<file path="config.mk">
export PLATFORM = sky130hd
export DESIGN_NAME = path_mtu_cache
export DESIGN_NICKNAME = d
export VERILOG_FILES = /design/src/hdl/pmtu_pkg.sv /design/src/hdl/pmtu_ctrl.sv /design/src/hdl/pmtu_dp.sv /design/src/hdl/path_mtu_cache.sv
export SDC_FILE = /design/constraint.sdc
export NUM_CORES = 2
export LEC_CHECK = 0
export BUFFER_PORTS_ARGS = -buffer_cell sky130_fd_sc_hd__buf_2
export CAP_MARGIN = 20
export CELL_PAD_IN_SITES_DETAIL_PLACEMENT = 1
export CELL_PAD_IN_SITES_GLOBAL_PLACEMENT = 1
export CORE_ASPECT_RATIO = 1.5
export CORE_MARGIN = 2
export CORE_UTILIZATION = 54
export CTS_BUF_LIST = sky130_fd_sc_hd__clkbuf_16
export CTS_CLUSTER_SIZE = 10
export DETAILED_ROUTE_END_ITERATION = 7
export GPL_TIMING_DRIVEN = 0
export PLACE_DENSITY_LB_ADDON = 0.1
export SLEW_MARGIN = 20
export SYNTH_ARGS = -nofsm -noshare
export SYNTH_HDL_FRONTEND = slang
export SYNTH_SLANG_ARGS = --single-unit
</file>
<file path="constraint.sdc">
create_clock -name clk -period 13.89 [get_ports clk]
set_clock_uncertainty 0.2 [all_clocks]
set_input_delay 0 -clock clk [delete_from_list [all_inputs] [get_ports clk]]
set_output_delay 0 -clock clk [all_outputs]
set_load 0.02 [all_outputs]
</file>
<file path="src/hdl/pmtu_pkg.sv">
// pmtu_pkg: shared types, constants and plateau table for the path MTU cache.
// No dependencies.
`default_nettype none
package pmtu_pkg;
  localparam int ENTRIES_DEF = 16;
  localparam int PLATEAUS = 11;

  localparam logic [2:0] FN_EST     = 3'd0;
  localparam logic [2:0] FN_PROBE   = 3'd1;
  localparam logic [2:0] FN_CONFIRM = 3'd2;
  localparam logic [2:0] FN_REPORT  = 3'd3;
  localparam logic [2:0] FN_PURGE   = 3'd4;
  localparam logic [2:0] FN_CLEAR   = 3'd5;

  localparam logic [1:0] ST_OK      = 2'd0;
  localparam logic [1:0] ST_SAME    = 2'd1;
  localparam logic [1:0] ST_INVALID = 2'd2;
  localparam logic [1:0] ST_FULL    = 2'd3;

  localparam logic [1:0] CFG_PROBE_INT = 2'd0;
  localparam logic [1:0] CFG_RETRY_INT = 2'd1;
  localparam logic [1:0] CFG_MIN_MTU   = 2'd2;

  // plateau i; the last one is the min_mtu register
  function automatic logic [15:0] plateau(input logic [3:0] i, input logic [9:0] min_mtu);
    case (i)
      4'd0: plateau = 16'd65535;
      4'd1: plateau = 16'd32000;
      4'd2: plateau = 16'd17914;
      4'd3: plateau = 16'd8166;
      4'd4: plateau = 16'd4352;
      4'd5: plateau = 16'd2002;
      4'd6: plateau = 16'd1492;
      4'd7: plateau = 16'd1006;
      4'd8: plateau = 16'd508;
      4'd9: plateau = 16'd296;
      default: plateau = {6'd0, min_mtu};
    endcase
  endfunction

  function automatic logic [31:0] sat_add(input logic [31:0] a, input logic [31:0] b);
    logic [32:0] s;
    s = {1'b0, a} + {1'b0, b};
    sat_add = s[32] ? 32'hFFFF_FFFF : s[31:0];
  endfunction

  // controller -> datapath
  typedef struct packed {
    logic load;       // capture request
    logic scan_clr;   // reset scan index
    logic scan_step;  // advance scan index
    logic pl_clr;     // reset plateau index
    logic pl_step;    // advance plateau index
    logic exec;       // apply the operation
    logic done;       // register result
  } pmtu_cmd_t;

  // datapath -> controller
  typedef struct packed {
    logic scan_last;
    logic pl_last;
  } pmtu_stat_t;
endpackage
`default_nettype wire

</file>
<file path="src/hdl/pmtu_ctrl.sv">
// pmtu_ctrl: sequencer for the path MTU cache.
// Depends on pmtu_pkg.
`default_nettype none
module pmtu_ctrl (
  input  wire logic                clk,
  input  wire logic                rst,
  input  wire logic                in_valid,
  output logic                     in_ready,
  output logic                     out_valid,
  input  wire logic                out_ready,
  output pmtu_pkg::pmtu_cmd_t      cmd,
  input  wire pmtu_pkg::pmtu_stat_t stat
);
  typedef enum logic [2:0] {S_IDLE, S_SCAN, S_PLAT, S_EXEC, S_DONE} state_t;
  state_t state;

  always_comb begin
    cmd = '0;
    in_ready = (state == S_IDLE) && !out_valid && !rst;
    cmd.load = in_valid && in_ready;
    cmd.scan_clr = cmd.load;
    cmd.pl_clr = cmd.load;
    cmd.scan_step = (state == S_SCAN);
    cmd.pl_step = (state == S_PLAT);
    cmd.exec = (state == S_EXEC);
    cmd.done = (state == S_DONE);
  end

  always_ff @(posedge clk) begin
    if (rst) begin
      state <= S_IDLE;
      out_valid <= 1'b0;
    end else begin
      if (out_valid && out_ready) out_valid <= 1'b0;
      case (state)
        S_IDLE: if (cmd.load) state <= S_SCAN;
        S_SCAN: if (stat.scan_last) state <= S_PLAT;
        S_PLAT: if (stat.pl_last) state <= S_EXEC;
        S_EXEC: state <= S_DONE;
        S_DONE: begin
          state <= S_IDLE;
          out_valid <= 1'b1;
        end
        default: state <= S_IDLE;
      endcase
    end
  end

  a_no_accept_busy: assert property (@(posedge clk) disable iff (rst)
    (state != S_IDLE) |-> !in_ready) else $error("accept while busy");
  a_done_valid: assert property (@(posedge clk) disable iff (rst)
    (state == S_DONE) |=> out_valid) else $error("result lost");
  a_exec_seq: assert property (@(posedge clk) disable iff (rst)
    (state == S_EXEC) |=> (state == S_DONE)) else $error("bad sequence");
endmodule
`default_nettype wire

</file>
<file path="src/hdl/pmtu_dp.sv">
// pmtu_dp: entry table, scan and plateau search datapath.
// Depends on pmtu_pkg.
`default_nettype none
module pmtu_dp #(
  parameter int ENTRIES = pmtu_pkg::ENTRIES_DEF
) (
  input  wire logic                clk,
  input  wire logic                rst,
  input  wire pmtu_pkg::pmtu_cmd_t cmd,
  output pmtu_pkg::pmtu_stat_t     stat,
  input  wire logic                cfg_valid,
  input  wire logic [1:0]          cfg_index,
  input  wire logic [31:0]         cfg_data,
  input  wire logic [2:0]          func,
  input  wire logic [31:0]         destination,
  input  wire logic [15:0]         iface_id,
  input  wire logic [15:0]         hop_mtu,
  input  wire logic [15:0]         icmp_mtu,
  input  wire logic [15:0]         quoted_length,
  input  wire logic [15:0]         send_length,
  input  wire logic [31:0]         now_ticks,
  output logic [15:0]              mtu_out,
  output logic [1:0]               status,
  output logic [4:0]               entry_count
);
  localparam int IW = (ENTRIES > 1) ? $clog2(ENTRIES) : 1;
  localparam int CW = $clog2(ENTRIES + 1);

  logic [31:0] probe_interval, probe_retry_interval;
  logic [9:0]  min_mtu;

  logic [ENTRIES-1:0] vbits;
  logic [31:0] dest_store [ENTRIES];
  logic [15:0] iface_store [ENTRIES];
  logic [15:0] mtu_store [ENTRIES];
  logic [15:0] probe_store [ENTRIES];
  logic [31:0] probe_time_store [ENTRIES];

  logic [2:0]  r_func;
  logic [31:0] r_dst, r_now;
  logic [15:0] r_ifc, r_fh, r_rep, r_quoted, r_slen;

  logic [IW-1:0] scan;
  logic          hit, free_ok;
  logic [IW-1:0] hit_idx, free_idx;
  logic [CW-1:0] count;

  logic [3:0]  pl;
  logic        below_found, above_found;
  logic [15:0] below_val, above_val;

  // matched entry fields
  logic [15:0] e_mtu, e_probe, cur;
  logic [31:0] e_ptime;
  logic [15:0] pval;

  always_comb begin
    e_mtu = mtu_store[hit_idx];
    e_probe = probe_store[hit_idx];
    e_ptime = probe_time_store[hit_idx];
    cur = hit ? ((e_mtu < r_fh) ? e_mtu : r_fh) : r_fh;
    pval = pmtu_pkg::plateau(pl, min_mtu);
    stat.scan_last = (scan == IW'(ENTRIES - 1));
    stat.pl_last = (pl == 4'(pmtu_pkg::PLATEAUS - 1));
  end

  always_ff @(posedge clk) begin
    if (rst) begin
      probe_interval <= 32'd600;
      probe_retry_interval <= 32'd120;
      min_mtu <= 10'd576;
    end else if (cfg_valid) begin
      case (cfg_index)
        pmtu_pkg::CFG_PROBE_INT: probe_interval <= cfg_data;
        pmtu_pkg::CFG_RETRY_INT: probe_retry_interval <= cfg_data;
        pmtu_pkg::CFG_MIN_MTU:   min_mtu <= cfg_data[9:0];
        default: ;
      endcase
    end
  end

  // scan: first match, first free slot; plateau: both searches in one pass
  always_ff @(posedge clk) begin
    if (cmd.load) begin
      r_func <= func; r_dst <= destination; r_ifc <= iface_id;
      r_fh <= hop_mtu; r_rep <= icmp_mtu; r_quoted <= quoted_length;
      r_slen <= send_length; r_now <= now_ticks;
    end
    if (cmd.scan_clr) begin
      scan <= '0; hit <= 1'b0; free_ok <= 1'b0;
      hit_idx <= '0; free_idx <= '0;
    end else if (cmd.scan_step) begin
      if (!stat.scan_last) scan <= scan + IW'(1);
      if (!hit && vbits[scan] && dest_store[scan] == r_dst && iface_store[scan] == r_ifc) begin
        hit <= 1'b1; hit_idx <= scan;
      end
      if (!free_ok && !vbits[scan]) begin
        free_ok <= 1'b1; free_idx <= scan;
      end
    end
    if (cmd.pl_clr) begin
      pl <= '0; below_found <= 1'b0; above_found <= 1'b0;
      below_val <= '0; above_val <= '0;
    end else if (cmd.pl_step) begin
      if (!stat.pl_last) pl <= pl + 4'd1;
      if (!below_found && pval < r_quoted) begin
        below_found <= 1'b1; below_val <= pval;
      end
      // last hit in forward order is the first from the end
      if (pval > cur) begin
        above_found <= 1'b1; above_val <= pval;
      end
    end
  end

  // operation
  logic [15:0] cand, up;
  logic [15:0] res_mtu;
  logic [1:0]  res_st;
  logic        rep_bad;
  always_comb begin
    cand = (r_rep == 16'd0) ? below_val : r_rep;
    up = above_found ? ((above_val < r_fh) ? above_val : r_fh) : r_fh;
    rep_bad = (r_dst == 32'd0) || (r_ifc == 16'd0) || (r_fh < {6'd0, min_mtu}) ||
              (r_quoted < {6'd0, min_mtu}) || (cand < {6'd0, min_mtu});
  end

  always_ff @(posedge clk) begin
    if (rst) begin
      vbits <= '0;
    end else if (cmd.exec) begin
      res_mtu <= 16'd0;
      res_st <= pmtu_pkg::ST_OK;
      case (r_func)
        pmtu_pkg::FN_EST: res_mtu <= cur;
        pmtu_pkg::FN_PROBE: begin
          res_mtu <= cur;
          if (hit && !(e_ptime > r_now) && up > cur && !(r_slen < up)) begin
            probe_store[hit_idx] <= up;
            probe_time_store[hit_idx] <= pmtu_pkg::sat_add(r_now, probe_retry_interval);
            res_mtu <= up;
          end
        end
        pmtu_pkg::FN_CONFIRM: begin
          if (!hit || e_probe <= e_mtu) res_st <= pmtu_pkg::ST_SAME;
          else begin
            mtu_store[hit_idx] <= e_probe;
            probe_store[hit_idx] <= 16'd0;
            probe_time_store[hit_idx] <= pmtu_pkg::sat_add(r_now, probe_interval);
          end
        end
        pmtu_pkg::FN_REPORT: begin
          if (rep_bad) res_st <= pmtu_pkg::ST_INVALID;
          else if (cand >= cur) begin
            res_st <= pmtu_pkg::ST_SAME;
            if (hit) begin
              probe_store[hit_idx] <= 16'd0;
              probe_time_store[hit_idx] <= pmtu_pkg::sat_add(r_now, probe_interval);
            end
          end else if (!hit && !free_ok) res_st <= pmtu_pkg::ST_FULL;
          else begin
            vbits[hit ? hit_idx : free_idx] <= 1'b1;
            dest_store[hit ? hit_idx : free_idx] <= r_dst;
            iface_store[hit ? hit_idx : free_idx] <= r_ifc;
            mtu_store[hit ? hit_idx : free_idx] <= cand;
            probe_store[hit ? hit_idx : free_idx] <= 16'd0;
            probe_time_store[hit ? hit_idx : free_idx] <=
              pmtu_pkg::sat_add(r_now, probe_interval);
          end
        end
        pmtu_pkg::FN_PURGE: begin
          for (int i = 0; i < ENTRIES; i++)
            if (vbits[i] && iface_store[i] == r_ifc) vbits[i] <= 1'b0;
        end
        pmtu_pkg::FN_CLEAR: vbits <= '0;
        default: ;
      endcase
    end
  end

  // occupancy snapshot taken at DONE, checked below against the valid bits
  always_ff @(posedge clk) begin
    if (rst) count <= '0;
    else if (cmd.done) count <= CW'($countones(vbits));
  end

  always_ff @(posedge clk) begin
    if (cmd.done) begin
      mtu_out <= res_mtu;
      status <= res_st;
      entry_count <= 5'(CW'($countones(vbits)));
    end
  end

  a_count: assert property (@(posedge clk) disable iff (rst)
    cmd.done |=> (count == CW'($countones(vbits)))) else $error("count mismatch");
endmodule
`default_nettype wire

</file>
<file path="src/hdl/path_mtu_cache.sv">
// path_mtu_cache: RFC 1191 path MTU cache, controller plus datapath.
// Sequence: after the accepting edge, a one-entry-a-cycle table scan, an eleven-step plateau
// search, execute, then result (DONE registers it and raises out_valid).
// One request at a time, taken the cycle after the result goes.
// Reset (rst, synchronous): table empty, registers 600 / 120 / 576, no handshake taken.
// Depends on pmtu_pkg, pmtu_ctrl, pmtu_dp.
`default_nettype none
module path_mtu_cache #(
  parameter int ENTRIES = pmtu_pkg::ENTRIES_DEF
) (
  input  wire logic        clk,
  input  wire logic        rst,
  input  wire logic        in_valid,
  output logic             in_ready,
  input  wire logic [2:0]  func,
  input  wire logic [31:0] destination,
  input  wire logic [15:0] iface_id,
  input  wire logic [15:0] hop_mtu,
  input  wire logic [15:0] icmp_mtu,
  input  wire logic [15:0] quoted_length,
  input  wire logic [15:0] send_length,
  input  wire logic [31:0] now_ticks,
  output logic             out_valid,
  input  wire logic        out_ready,
  output logic [15:0]      mtu_out,
  output logic [1:0]       status,
  output logic [4:0]       entry_count,
  input  wire logic        cfg_valid,
  output logic             cfg_ready,
  input  wire logic [1:0]  cfg_index,
  input  wire logic [31:0] cfg_data
);
  pmtu_pkg::pmtu_cmd_t  cmd;
  pmtu_pkg::pmtu_stat_t stat;

  // configuration is taken whenever out of reset
  assign cfg_ready = !rst;

  pmtu_ctrl u_ctrl (
    .clk, .rst, .in_valid, .in_ready, .out_valid, .out_ready, .cmd, .stat
  );

  pmtu_dp #(.ENTRIES(ENTRIES)) u_dp (
    .clk, .rst, .cmd, .stat, .cfg_valid, .cfg_index, .cfg_data,
    .func, .destination, .iface_id, .hop_mtu, .icmp_mtu,
    .quoted_length, .send_length, .now_ticks, .mtu_out, .status, .entry_count
  );
endmodule
`default_nettype wire
</file>
==> flow_metrics.tcl <==
set metrics [dict create \
    design_area_um2 110000 \
    grt_pass1_wl_um 453000 \
    remaining_drc_errors 0 \
    ys_seq_elements 2134 \
    dr.pass1.iters 5 \
    clkTransAtPathRegs_ns 0.06 \
    cts-buffers-inserted 234 \
    postCtsSetupBuffers 0 \
    ys_seq_area_frac 0.680 \
    hpwlAfterDp_um 223000 \
    vias 57064 \
    finalMaxSlewViolations 0 \
    setup.worst_path.start_class "register" \
    gp_congestion 1.02 \
    syn2layout_area_growth_pct 19.0 \
    required_ns 14.30 \
    dieWidth_um 341 \
    via_per_inst 6.59 \
    fin_setup_tns_ns 0 \
    netlist_area_um2 92000 \
    power.static_leakage_nw 37.5 \
    hp-class "in2reg" \
    power_w 0.0160 \
    cp-end-kind "register" \
    cp.arrival_ns 13.62 \
    status "complete, no violations" \
    power_density_nw_per_um2 146 \
    worstMarginPinSlew_ns 1.24 \
    portBuffers 210 \
    cts.sinks 2134 \
    antenna_found_initial 13 \
    drv_cap 0 \
    overflow 0 \
    yosysMostFrequentCell "edfxtp_1" \
    wl_um 320000 \
    placed_cell_area_um2 98900 \
    critPathMaxFanout 10 \
    num_io_pins 212 \
    die_height_um 510 \
    yosysTopAreaCellShare 0.646 \
    mappedNetlistNets 5681 \
    drive_gt1_frac 0.218 \
    nFillCells 14691 \
    core-area_um2 169000 \
    drt_iter0_drc 7170 \
    wl_per_cell_um 37.0 \
    synth_warnings 0 \
    synth_edf_count 1980 \
    ys_types 82 \
    synth_largest_area_cell "edfxtp_1" \
    tritoncts "yes" \
    setup.worst_path.class "reg2reg" \
    critical-path-max-stage-delay_ns 0.80 \
    syn_area_per_cell_um2 17.6 \
    first_global_vias 60864 \
    grt_start_max_net_pins 38 \
    track_usage 0.373 \
    synth_cells 5228 \
    synth-main-ff-cell "edfxtp_1" \
    finalSetupViolations 0 \
    min_period_ns 13.21 \
    seq_area_um2 62500 \
    multi_input_area_um2 28400 \
    die-area_um2 174000 \
    nNetsFinal 6707 \
    ant_nets 0 \
    root_buffer "clkbuf_16" \
    max_freq_mhz 75.7 \
    start_util 0.543 \
    ir_drop_v 0.000138 \
    timing.final.crit_share 0.951 \
    yosys-top-cells-area "edfxtp_1 (65%), mux4_2 (14%), ha_1 (3.5%)" \
    synth_common_cells "edfxtp_1 (1980), mux4_2 (558), xor2_1 (296)" \
    row_count 185 \
    slew_headroom 0.171 \
    hold_violations 0 \
    synth_async_sr_flop_share 0 \
    crit_slowest_cell "a2111oi_1" \
    worst_skew_pair.late_latency_ns 0.90 \
    final_util 0.646 \
    cts_max_level 4 \
    clock_tree.buffer_depth 3 \
    rsz0062_at_grt "false" \
]
-- worst max-delay path, delay by kind of cell, from the launching register on --
family,cells,cell delay [ns]
adders and majority gates,2,0.72
DFF,1,0.31
and+or+nand+nor,3,1.10
muxes,3,1.80
AOI/OAI and AO/OA,8,3.07
buffers and inverters,14,5.68
-- cells by family (layout without fill, tap and decap cells) --
group                      count (synthesis)  in the layout  share of synthesized area
muxes                                    619            619                      0.144
adders and majority gates                273            273                     0.0380
DFF                                     2134           2134                      0.680
buffers and inverters                    409           1586                     0.0170
other                                      0             16                          0
xor gates and xnor gates                 361            361                     0.0344
and+or+nand+nor                          792            792                     0.0414
AOI/OAI and AO/OA                        640            640                     0.0462
-- cells in the final DEF (no fill, tap or decap), drive strengths merged, types with 16 or more instances in the layout --
cell            n
a21oi         198
edfxtp       1980
buf           478
a22o           20
ha            254
nor2b          44
xor2          296
nand2         273
nand2b         16
a21o           91
clkbuf        413
a211oi         42
diode          16
xnor2          65
o21a           22
nor4           82
nand4          49
mux2i          49
o21ai         110
nor2          170
and3           17
nand3          34
dfxtp         154
o22a           31
mux4          558
dlygate4sd3   374
nor3           55
inv           305
-- registers in the layout (all words and copies together) (netlist names), 32 cells and up, named ones only --
signal                     flops
u_dp.dest_store              512
u_dp.probe_time_store        512
u_dp.iface_store             256
u_dp.mtu_store               256
u_dp.probe_store             256
u_dp.probe_interval           32
u_dp.probe_retry_interval     32
u_dp.r_dst                    32
u_dp.r_now                    32
-- power by group --
part | internal, W | switching, W
sequential | 0.00739 | 0.000261
combinational | 0.00101 | 0.00171
clock | 0.00302 | 0.00261
total | 0.0114 | 0.00458
-- final cells by class --
cell class | count | area share
sequential | 2134 | 0.571
clock inverter | 153 | 0.00794
buffer | 241 | 0.00917
antenna | 16 | 0.000366
timing repair buffer | 790 | 0.0675
tap | 2244 | 0.0256
inverter | 168 | 0.00576
multi-input combinational | 2685 | 0.259
clock buffer | 234 | 0.0535
-- stage by stage --
stage / hold slack [ns] / setup slack, ns / instances
3_5_place_dp: -0.0217 / -0.409 / 7881
2_1_floorplan: -0.101 / 1.94 / 5228
5_1_grt: 0.159 / 0.0567 / 8650
3_3_place_gp: -0.0241 / -7.05 / 7682
4_1_cts: 0.0976 / 0.292 / 8642
6_report: 0.147 / 0.681 / 8665
-- metal layers --
layer / vias to the layer above / global-route usage / routed length (um)
li1: 22921 / - / -
met1: 29811 / 0.448 / 111000
met2: 3362 / 0.625 / 159000
met3: 962 / 0.0618 / 24900
met4: 8 / 0.248 / 25600
met5: - / 0 / 52
-- path summary, 6_finish.rpt --
| path | startpoint | endpoint | slack, ns | cells after the start |
|---|---|---|---|---|
| min reg2reg | u_dp.res_mtu[4]$_DFFE_PP_ | u_dp.mtu_out[4]$_DFFE_PP_ | 0.22 | 0 |
| min | now_ticks[28] | u_dp.r_now[28]$_DFFE_PP_ | 0.15 | 3 |
| max reg2reg | register | u_dp.probe_time_store[14][26]$_DFFE_PP_ | 0.68 | 30 |
| max | register | u_dp.probe_time_store[14][26]$_DFFE_PP_ | 0.68 | 30 |
-- timing repair --
action                                  in CTS  in global routing
endpoints found under the setup margin     125                 42
pin swaps                                    0                  0
hold endpoints to repair                   271                  0
gates resized for setup                      3                  5
hold buffers                               374                  0
No activity file was read; power rests on OpenSTA's default activity.
